--- config.mk ---
export PLATFORM = sky130hd
export DESIGN_NAME = bcd_time_of_day_clock
export DESIGN_NICKNAME = d
export VERILOG_FILES = /design/src/sv/btod_pkg.sv /design/src/sv/btod_csr.sv /design/src/sv/btod_step.sv /design/src/sv/bcd_time_of_day_clock.sv
export SDC_FILE = /design/constraint.sdc
export NUM_CORES = 1
export LEC_CHECK = 0
export ABC_AREA = 1
export BUFFER_PORTS_ARGS = -buffer_cell sky130_fd_sc_hd__buf_2
export CAP_MARGIN = 40
export CORE_UTILIZATION = 36
export DETAILED_ROUTE_END_ITERATION = 10
export SKIP_CTS_REPAIR_TIMING = 1
export SLEW_MARGIN = 20
export SYNTH_ARGS = -nofsm -noshare
export SYNTH_HDL_FRONTEND = slang
export SYNTH_SLANG_ARGS = --single-unit
--- constraint.sdc ---
create_clock -name clock -period 5.82 [get_ports clock]
set_input_delay 0.291 -clock clock [delete_from_list [all_inputs] [get_ports clock]]
set_output_delay 0.291 -clock clock [all_outputs]
set_load 0.005 [all_outputs]
--- src/sv/btod_pkg.sv ---
// package for the bcd time-of-day clock: transaction types, csr indexes,
// state record and the bcd counting functions
// no dependencies
package btod_pkg;

   // command codes
   localparam logic CMD_TICK = 1'b0;
   localparam logic CMD_LOAD = 1'b1;

   // csr indexes
   localparam int unsigned CSR_ADDR_W = 3;
   localparam int unsigned CSR_DATA_W = 8;
   localparam logic [CSR_ADDR_W-1:0] CSR_FIFTY_HZ      = 3'd0;
   localparam logic [CSR_ADDR_W-1:0] CSR_ALARM_TENTHS  = 3'd1;
   localparam logic [CSR_ADDR_W-1:0] CSR_ALARM_SECONDS = 3'd2;
   localparam logic [CSR_ADDR_W-1:0] CSR_ALARM_MINUTES = 3'd3;
   localparam logic [CSR_ADDR_W-1:0] CSR_ALARM_HOURS   = 3'd4;

   // prescaler compare values and wrap limit
   localparam logic [2:0] PRESCALE_CMP_50HZ = 3'd4;
   localparam logic [2:0] PRESCALE_CMP_60HZ = 3'd5;
   localparam logic [2:0] PRESCALE_MAX      = 3'd5;

   // bcd limits
   localparam logic [3:0] DIGIT_WRAP   = 4'd10;
   localparam logic [2:0] TENS_SIXTY   = 3'd6;
   localparam logic [4:0] HOURS_TWELVE = 5'h12;
   localparam logic [4:0] HOURS_THIRTEEN = 5'h13;
   localparam logic [7:0] HOURS_RESET  = 8'h01;

   typedef struct packed {
      logic       command;
      logic [3:0] new_tenths;
      logic [6:0] new_seconds;
      logic [6:0] new_minutes;
      logic [7:0] new_hours;
      logic       new_running;
   } req_type;

   typedef struct packed {
      logic [3:0] tenths;
      logic [6:0] seconds;
      logic [6:0] minutes;
      logic [7:0] hours;
      logic       alarm_hit;
      logic       running;
   } rsp_type;

   typedef struct packed {
      logic       fifty_hz_select;
      logic [3:0] alarm_tenths;
      logic [6:0] alarm_seconds;
      logic [6:0] alarm_minutes;
      logic [7:0] alarm_hours;
   } cfg_type;

   typedef struct packed {
      logic [2:0] prescale;
      logic [3:0] tenths;
      logic [6:0] seconds;
      logic [6:0] minutes;
      logic [7:0] hours;
      logic       halted;
   } tod_state_type;

   // advance a two-digit field that wraps at 60; msb of result is the wrap
   function automatic logic [7:0] count_sixty(input logic [6:0] field);
      logic [3:0] lo;
      logic [2:0] hi;
      lo = field[3:0] + 4'd1;
      hi = field[6:4];
      if (lo == DIGIT_WRAP) begin
         lo = 4'd0;
         hi = hi + 3'd1;
      end
      if (hi == TENS_SIXTY) begin
         count_sixty = {1'b1, 7'd0};
      end else begin
         count_sixty = {1'b0, hi, lo};
      end
   endfunction

   // advance hours 12, 1..11 with the pm flag flipping on 11 to 12
   function automatic logic [7:0] count_hours(input logic [7:0] hours);
      logic [3:0] lo;
      logic       hi;
      logic [7:0] hr;
      lo = hours[3:0] + 4'd1;
      hi = hours[4];
      if ({hi, lo} == {1'b0, DIGIT_WRAP}) begin
         lo = 4'd0;
         hi = ~hi;
      end
      hr = {hours[7], 2'b00, hi, lo};
      if (hr[4:0] == HOURS_THIRTEEN) begin
         hr = {hours[7], 7'd1};
      end else if (hr[4:0] == HOURS_TWELVE) begin
         hr[7] = ~hr[7];
      end
      count_hours = hr;
   endfunction

endpackage

--- src/sv/btod_csr.sv ---
// configuration registers of the bcd time-of-day clock
// depends on btod_pkg
module btod_csr
   import btod_pkg::*;
(
   input  logic                  clock,
   input  logic                  reset,
   input  logic                  csr_we,
   input  logic [CSR_ADDR_W-1:0] csr_addr,
   input  logic [CSR_DATA_W-1:0] csr_wdata,
   output cfg_type               cfg
);

   cfg_type cfg_ff, cfg_in;

   always_comb begin
      cfg_in = cfg_ff;
      if (csr_we) begin
         unique case (csr_addr)
            CSR_FIFTY_HZ:      cfg_in.fifty_hz_select = csr_wdata[0];
            CSR_ALARM_TENTHS:  cfg_in.alarm_tenths    = csr_wdata[3:0];
            CSR_ALARM_SECONDS: cfg_in.alarm_seconds   = csr_wdata[6:0];
            CSR_ALARM_MINUTES: cfg_in.alarm_minutes   = csr_wdata[6:0];
            CSR_ALARM_HOURS:   cfg_in.alarm_hours     = csr_wdata[7:0];
            default:           cfg_in = cfg_ff;
         endcase
      end
   end

   always_ff @(posedge clock) begin
      if (reset) begin
         cfg_ff <= '0;
      end else begin
         cfg_ff <= cfg_in;
      end
   end

   assign cfg = cfg_ff;

endmodule

--- src/sv/btod_step.sv ---
// next-state and result logic for one transaction of the time-of-day clock
// depends on btod_pkg
module btod_step
   import btod_pkg::*;
(
   input  req_type       req,
   input  tod_state_type cur,
   input  cfg_type       cfg,
   output tod_state_type nxt,
   output rsp_type       rsp
);

   logic [2:0] cmp;
   logic [2:0] pre_inc;
   logic [3:0] ten_inc;
   logic [7:0] sec_cnt;
   logic [7:0] min_cnt;
   logic       hit;

   assign cmp     = cfg.fifty_hz_select ? PRESCALE_CMP_50HZ : PRESCALE_CMP_60HZ;
   assign pre_inc = cur.prescale + 3'd1;
   assign ten_inc = cur.tenths + 4'd1;
   assign sec_cnt = count_sixty(cur.seconds);
   assign min_cnt = count_sixty(cur.minutes);

   always_comb begin
      nxt = cur;
      hit = 1'b0;
      if (req.command == CMD_LOAD) begin
         nxt.tenths  = req.new_tenths;
         nxt.seconds = req.new_seconds;
         nxt.minutes = req.new_minutes;
         nxt.hours   = req.new_hours;
         nxt.halted  = ~req.new_running;
      end else if (!cur.halted) begin
         if (cur.prescale != cmp) begin
            nxt.prescale = (pre_inc > PRESCALE_MAX) ? 3'd0 : pre_inc;
         end else begin
            nxt.prescale = 3'd0;
            nxt.tenths   = ten_inc;
            if (ten_inc == DIGIT_WRAP) begin
               // tenths roll over, ripple into seconds, minutes, hours
               nxt.tenths  = 4'd0;
               nxt.seconds = sec_cnt[6:0];
               if (sec_cnt[7]) begin
                  nxt.minutes = min_cnt[6:0];
                  if (min_cnt[7]) begin
                     nxt.hours = count_hours(cur.hours);
                  end
               end
            end
            hit = (nxt.tenths == cfg.alarm_tenths) && (nxt.seconds == cfg.alarm_seconds) &&
                  (nxt.minutes == cfg.alarm_minutes) && (nxt.hours == cfg.alarm_hours);
         end
      end
   end

   always_comb begin
      rsp.tenths    = nxt.tenths;
      rsp.seconds   = nxt.seconds;
      rsp.minutes   = nxt.minutes;
      rsp.hours     = nxt.hours;
      rsp.alarm_hit = hit;
      rsp.running   = ~nxt.halted;
   end

endmodule

--- src/sv/bcd_time_of_day_clock.sv ---
// top level of the bcd time-of-day clock: request register, clock state,
// result register and assertions
// depends on btod_pkg, btod_csr, btod_step
//
// A 12-hour BCD time-of-day clock with an AM/PM bit (hours bit 7) and an
// alarm compare. Each request transaction is either a power-line tick or a
// load of the time and run flag; every request gives exactly one response
// transaction carrying the time after it, the run flag and an alarm hit flag.
// Ticks advance a prescaler (divide by five when fifty_hz_select is set,
// six otherwise); each prescaler rollover counts tenths, seconds, minutes and
// hours, and the alarm hit flag is raised when that count lands on the alarm
// time. A halted clock ignores ticks; after reset the clock reads 1 AM and is
// halted. Timing: a request is captured in an input register; whenever the
// result register can advance, the next time and the response are computed
// and written to the clock state and the result register together, so
// rsp_valid rises once the transaction has passed both registers. One
// transaction is taken every cycle while rsp_ready stays high. Configuration
// writes on the csr port take effect at the next edge; the user must make them
// only while no transaction is in flight, as the block does not enforce it.
module bcd_time_of_day_clock
   import btod_pkg::*;
(
   input  logic                  clock,
   input  logic                  reset,
   // request channel
   input  logic                  req_valid,
   output logic                  req_ready,
   input  req_type               req_data,
   // response channel
   output logic                  rsp_valid,
   input  logic                  rsp_ready,
   output rsp_type               rsp_data,
   // configuration writes
   input  logic                  csr_we,
   input  logic [CSR_ADDR_W-1:0] csr_addr,
   input  logic [CSR_DATA_W-1:0] csr_wdata
);

   cfg_type       cfg;

   // input register stage
   logic          in_valid_ff, in_valid_in;
   req_type       in_data_ff, in_data_in;

   // clock state
   tod_state_type state_ff, state_in;
   tod_state_type state_nxt;

   // result register stage
   logic          out_valid_ff, out_valid_in;
   rsp_type       out_data_ff, out_data_in;
   rsp_type       step_rsp;

   logic          advance;
   logic          req_fire;

   btod_csr u_csr (
      .clock     (clock),
      .reset     (reset),
      .csr_we    (csr_we),
      .csr_addr  (csr_addr),
      .csr_wdata (csr_wdata),
      .cfg       (cfg)
   );

   btod_step u_step (
      .req (in_data_ff),
      .cur (state_ff),
      .cfg (cfg),
      .nxt (state_nxt),
      .rsp (step_rsp)
   );

   // the result register can take a new value when empty or being drained
   assign advance   = !out_valid_ff || rsp_ready;
   // the input register frees up whenever its transaction moves on
   assign req_ready = !in_valid_ff || advance;
   assign req_fire  = req_valid && req_ready;

   always_comb begin
      in_valid_in  = in_valid_ff;
      in_data_in   = in_data_ff;
      state_in     = state_ff;
      out_valid_in = out_valid_ff;
      out_data_in  = out_data_ff;
      if (advance) begin
         out_valid_in = in_valid_ff;
         if (in_valid_ff) begin
            // clock state and result commit together
            state_in    = state_nxt;
            out_data_in = step_rsp;
         end
         in_valid_in = 1'b0;
      end
      if (req_fire) begin
         in_valid_in = 1'b1;
         in_data_in  = req_data;
      end
   end

   always_ff @(posedge clock) begin
      if (reset) begin
         in_valid_ff      <= 1'b0;
         out_valid_ff     <= 1'b0;
         state_ff.prescale <= 3'd0;
         state_ff.tenths  <= 4'd0;
         state_ff.seconds <= 7'd0;
         state_ff.minutes <= 7'd0;
         state_ff.hours   <= HOURS_RESET;
         state_ff.halted  <= 1'b1;
      end else begin
         in_valid_ff  <= in_valid_in;
         out_valid_ff <= out_valid_in;
         state_ff     <= state_in;
      end
   end

   // payload registers, no reset needed
   always_ff @(posedge clock) begin
      in_data_ff  <= in_data_in;
      out_data_ff <= out_data_in;
   end

   assign rsp_valid = out_valid_ff;
   assign rsp_data  = out_data_ff;

`ifndef ASSERT_OFF
   // prescaler never leaves its 0..5 range
   a_prescale_range: assert property (@(posedge clock) disable iff (reset)
      state_ff.prescale <= PRESCALE_MAX)
      else $error("prescaler out of range");

   // an alarm hit only comes from a count, so the clock must be running
   a_hit_running: assert property (@(posedge clock) disable iff (reset)
      rsp_valid && rsp_data.alarm_hit |-> rsp_data.running)
      else $error("alarm hit on halted clock");

   // a captured transaction is held while the result stage is blocked
   a_in_hold: assert property (@(posedge clock) disable iff (reset)
      in_valid_ff && !advance |=> in_valid_ff && $stable(in_data_ff))
      else $error("input register lost a transaction");

   // a tick on a halted clock leaves the time untouched
   a_halt_stable: assert property (@(posedge clock) disable iff (reset)
      in_valid_ff && advance && in_data_ff.command == CMD_TICK && state_ff.halted
      |=> $stable(state_ff))
      else $error("halted clock changed on a tick");
`endif

endmodule
==> results of run 1 <==
-- critical path, stage by stage (launching register included) --
cell,delay [ps]
dfxtp_1,430
ha_1,200
or2_1,140
nand2_1,70
inv_1,80
nand3_2,250
inv_2,270
nand4_2,410
nor2_2,310
nand2_1,100
nand2_1,90
nand2_1,60
nand2_1,60
inv_1,40
nand2_1,50
nor2_1,30
nand2_1,50
nor2_1,40
-- metrics by stage --
stage / util (%) / area, µm² / worst slack, ps / hold slack [ps]
floorplan: - / 5900 / 3650 / 390
global placement: 40.6 / 6470 / 2980 / 463
detailed placement: 40.6 / 6470 / 2900 / 468
CTS: 44.6 / 7100 / 2870 / 22.8
global route: 44.6 / 7100 / 2500 / 29.3
finish: 44.6 / 7100 / 2900 / 39.9
-- where the power goes --
part | internal (mW) | switching [mW] | total (mW)
Clock | 0.763 | 0.363 | 1.13
Combinational | 0.0783 | 0.146 | 0.225
Sequential | 0.899 | 0.0267 | 0.925
-- logic make-up after synthesis --
| kind of cell | Yosys count | synth area share [%] |
|---|---|---|
| AOI/OAI and AO/OA | 157 | 13.5 |
| xor gates and xnor gates | 6 | 0.891 |
| adders and majority gates | 12 | 2.55 |
| buffers and inverters | 133 | 8.57 |
| DFF | 115 | 48.5 |
| and+or+nand+nor | 349 | 25.9 |
-- synth_stat cells (2+ instances only) --
library cell    n  area (µm²)
a21oi_1        66         330
buf_2           2        10.0
clkbuf_1       22        82.6
dfxtp_1        59        1180
edfxtp_1       56        1680
ha_1           12         150
inv_1         104         390
inv_2           4        15.0
nand2_1       203         762
nand2_2        12        75.1
nand3_1        57         285
nand3_2         2        20.0
nand3b_1        5        37.5
nand4_1         4        25.0
nor2_1         49         184
nor2_2          3        18.8
nor2_4          3        33.8
nor3_1          6        30.0
o21a_1          2        15.0
o21ai_0        76         380
o21ai_1        10        50.1
xnor2_1         3        26.3
xor2_1          3        26.3
-- cell type report --
| cell class | instances | share of cell area (%) |
|---|---|---|
| clock inverters | 12 | 2.62 |
| multi-input cells | 524 | 35.6 |
| well taps | 216 | 3.80 |
| flip-flops and latches | 115 | 40.3 |
| repair buffers | 78 | 5.67 |
| inverters | 108 | 5.71 |
| clock buffers | 20 | 6.29 |
-- registers in the layout (all words and copies together) (netlist names) --
signal,flops
in_data_ff,28
in_valid_ff,1
rsp_data,28
rsp_valid,1
state_ff,30
u_csr.cfg,27
-- per-layer routing --
layer / vias up / GRT usage, %
met5: - / 0
met1: 2276 / 25.5
met3: 19 / 3.94
li1: 2675 / -
met4: 0 / 7.46
met2: 125 / 28.7
-- path summary, 6_finish.rpt --
check | end | depth (start not counted)
max | rsp_data[1] | 17
min | in_data_ff[20] | 1
max reg2reg | rsp_data[1] | 17
min reg2reg | u_csr.cfg[5] | 2
==> results.yml, run 1 <==
cells_and_area:
  final_layout_size_suffix_gt1_share_pct: 15.3
  nets: 900
  antennaDiodeCount: 0
  multi_input_area_mm2: 0.00253
  layoutNonFillerInstCount: 1073
  area_growth_pct: 20.4
  final_cell_mix: "203 x nand2_1, 104 x inv_1, 76 x o21ai_0"
  regArea_mm2: 0.00286
  fill_cells: 1625
  final_common_cell: "nand2_1"
critical_path:
  worstPathRequired_ps: 6000
  startpoint_type: "flop"
  startpoint: "state_ff[23]"
  critical_path_arrival_ps: 3100
  path_class: "flop to flop"
  path_max_fanout: 14
  setup.worst_path.end_class: "flop"
  r2r_slack_ps: 2900
  crit-reg2reg-launch: "state_ff[23]"
routing:
  dr.first_iter.drc_count: 311
  met3_length_um: 763
  first_pass_iters: 5
  postRouteAntennaNets: 0
  wl_met1_mm: 7.23
  highest_layer: "met4"
  drcViolationCount: 0
  via_count: 5095
  wl_mm: 14.5
  dr_wl_met2_mm: 6.34
  via_per_inst: 4.75
  wl_per_cell_um: 13.6
place:
  numPortBuffers: 73
  place_congestion: 0.823
  dpl.hpwl_mm: 9.99
  placedCellCount: 1041
power_and_ir_drop:
  p_leak_nw: 3.23
  design_power_total_mw: 2.28
  powerDensity_mw_per_mm2: 320
  max-vdd-ir-drop_mv: 0.215
synthesis:
  syn_nets: 828
  syn_inst: 772
  ys_ff_latch: 115
  yosys.cell_types.count: 32
  synth_edf_count: 56
  yosysSeqAreaShare_pct: 48.5
  synth_area_mm2: 0.00590
  synth-main-ff-cell: "dfxtp_1"
  ys_async_sr_fraction_pct: 0
  ys_warn_count: 0
  synth_area_per_cell_um2: 7.64
global_routing:
  track_usage_pct: 18.7
  grt_pass1_vias: 4782
  gr-total-overflow: 0
  grt_pass1_wl_mm: 23.8
  antenna_found_initial: 0
  grt_max_degree: 52
sta:
  worst_slew_pin_slew_ps: 790
  fin_tns_setup_ps: 0
  fin_worst_skew_ps: 14.2
  setup_viol: 0
  max_slew_margin_pct: 47.3
  fin_crit_ps: 2920
  maxSlewViolCount: 0
  fin_crit_sh_pct: 50.2
  hold_violations: 0
  clock.fmax_mhz: 342
  grt_setup_unrepaired: "false"
worst_hold_path:
  hold_path.class: "input port to flop"
  hp-start: "req_data[20]"
die:
  start_util_pct: 37.0
  ioPinCount: 74
  die_h_um: 130
  fp.dieW_um: 130
  dieArea_mm2: 0.0169
  num_rows: 46
  fp.coreArea_mm2: 0.0159
cts:
  tritoncts: "yes"
  clk_pin_slew_worst_paths_ps: 60
  cts_buffers: 17
  clock-sinks: 115
  cts_max_level: 4
  cts_buffer_depth: 2
  insertion_delay_ps: 420
  clk_root_buffer_cell: "clkbuf_16"
run_status:
  status: "finished, final reports clean"
job:
  drv_cap: 0
(Power assumes the default switching activity.)
==> run 2, diff against run 1 <==
Clock period 5.82 ns to 2.85 ns, I/O delays scaled along.
==> results.yml, run 2 (same netlist as run 1, synthesis figures left out) <==
job:
  drv_cap: 0
cells_and_area:
  nets: 937
  fin_util_pct: 47.0
  fill_cells: 1586
  antennaDiodeCount: 0
  final_layout_size_suffix_gt1_share_pct: 16.1
  layoutNonFillerInstCount: 1110
  area_growth_pct: 27.0
  final_cell_mix: "203 x nand2_1, 104 x inv_1, 76 x o21ai_0"
  regMostFlops: "state_ff"
  largest_reg_flops: 30
  final_common_cell: "nand2_1"
place:
  dpl.hpwl_mm: 10.1
  numPortBuffers: 73
  placedCellCount: 1046
  place_congestion: 0.846
routing:
  dr.first_iter.drc_count: 271
  wl_mm: 14.9
  drcViolationCount: 0
  wl_per_cell_um: 13.4
  first_pass_iters: 5
  postRouteAntennaNets: 0
  via_per_inst: 4.79
  via_count: 5315
worst_hold_path:
  hold_path.class: "input port to flop"
power_and_ir_drop:
  powerDensity_mw_per_mm2: 619
  design_power_total_mw: 4.63
  max-vdd-ir-drop_mv: 0.444
  p_leak_nw: 3.41
global_routing:
  grt-busiest-layer: "met2"
  antenna_found_initial: 1
  grt_pass1_vias: 4933
  gr-total-overflow: 0
  grt_use_met1_pct: 26.0
  grt_max_degree: 52
  met2_usage_pct: 29.3
  track_usage_pct: 19.0
  grt_pass1_wl_mm: 24.1
  grt_use_met3_pct: 4.10
cts:
  tritoncts: "yes"
  clk_root_buffer_cell: "clkbuf_16"
  cts_max_level: 4
  clk_pin_slew_worst_paths_ps: 60
  cts_buffers: 17
  clock-sinks: 115
  cts_buffer_depth: 2
  insertion_delay_ps: 420
die:
  dieArea_mm2: 0.0169
  ioPinCount: 74
  fp.dieW_um: 130
  die_h_um: 130
  start_util_pct: 37.0
  num_rows: 46
  fp.coreArea_mm2: 0.0159
sta:
  fin_crit_ps: 2520
  fin_crit_sh_pct: 88.6
  setup_viol: 0
  grt_setup_unrepaired: "false"
  max_slew_margin_pct: 48.1
  fin_worst_skew_ps: 13.5
  maxSlewViolCount: 0
  hold_ws_ps: -3.46
  fin_tns_setup_ps: 0
  worst_slew_pin_slew_ps: 777
  hold_violations: 1
  clock.fmax_mhz: 396
critical_path:
  worstPathRequired_ps: 3140
  path_class: "flop to flop"
  path_max_fanout: 11
  critical_path_arrival_ps: 2810
  startpoint_type: "flop"
  setup.worst_path.end_class: "flop"
run_status:
  violations: "hold timing"
  status: "complete, but fails checks"
run 2: worst paths after layout:
kind	endpoint	start	slack, ps	cells after the start
worst max-delay path	rsp_data[1]	state_ff[23]	330	17
worst min-delay path	u_csr.cfg[21]	csr_wdata[6]	-3	3
worst max register to register	rsp_data[1]	state_ff[23]	330	17
worst min register to register	u_csr.cfg[10]	u_csr.cfg[10]	470	2
run 2: cell type report:
class                           count  area [µm²]  share of cell area (%)
Clock buffer                       28         624                    8.34
Clock inverter                      4        21.3                   0.284
Inverter                          108         405                    5.41
Multi-Input combinational cell    524        2530                    33.8
Sequential cell                   115        2860                    38.2
Tap cell                          216         270                    3.61
Timing Repair Buffer              115         773                    10.3
run 2: critical path, cell delays in order, from the launching register on:
cell	delay [ps]
dfxtp_1	460
ha_1	210
or2_1	130
nand2_1	80
inv_1	80
nand3_2	80
inv_2	190
nand4_2	220
buf_4	240
nand2_1	90
nand2_1	100
nand2_1	70
nand2_1	40
nor2_1	110
nand2_1	70
nor2_1	80
nand2_1	60
nor2_1	70
run 2: stage by stage:
step | setup WS [ps] | cell area (µm²)
CTS | 235 | 7170
floorplan | 677 | 5900
global placement | 284 | 6520
global route | 7.72 | 7490
finish | 326 | 7490
detailed placement | 266 | 6520
run 2: layer usage:
layer	wire length [µm]	share of wire (%)
met4	244	1.6
met2	6440	43
met5	11	0.074
met1	7610	51
met3	606	4.1
run 2: where the power goes:
part / total [mW] / switching, mW / internal, mW
combinational: 0.499 / 0.308 / 0.191
sequential: 1.89 / 0.0550 / 1.84
clock: 2.24 / 0.753 / 1.49
total: 4.63 / 1.12 / 3.52
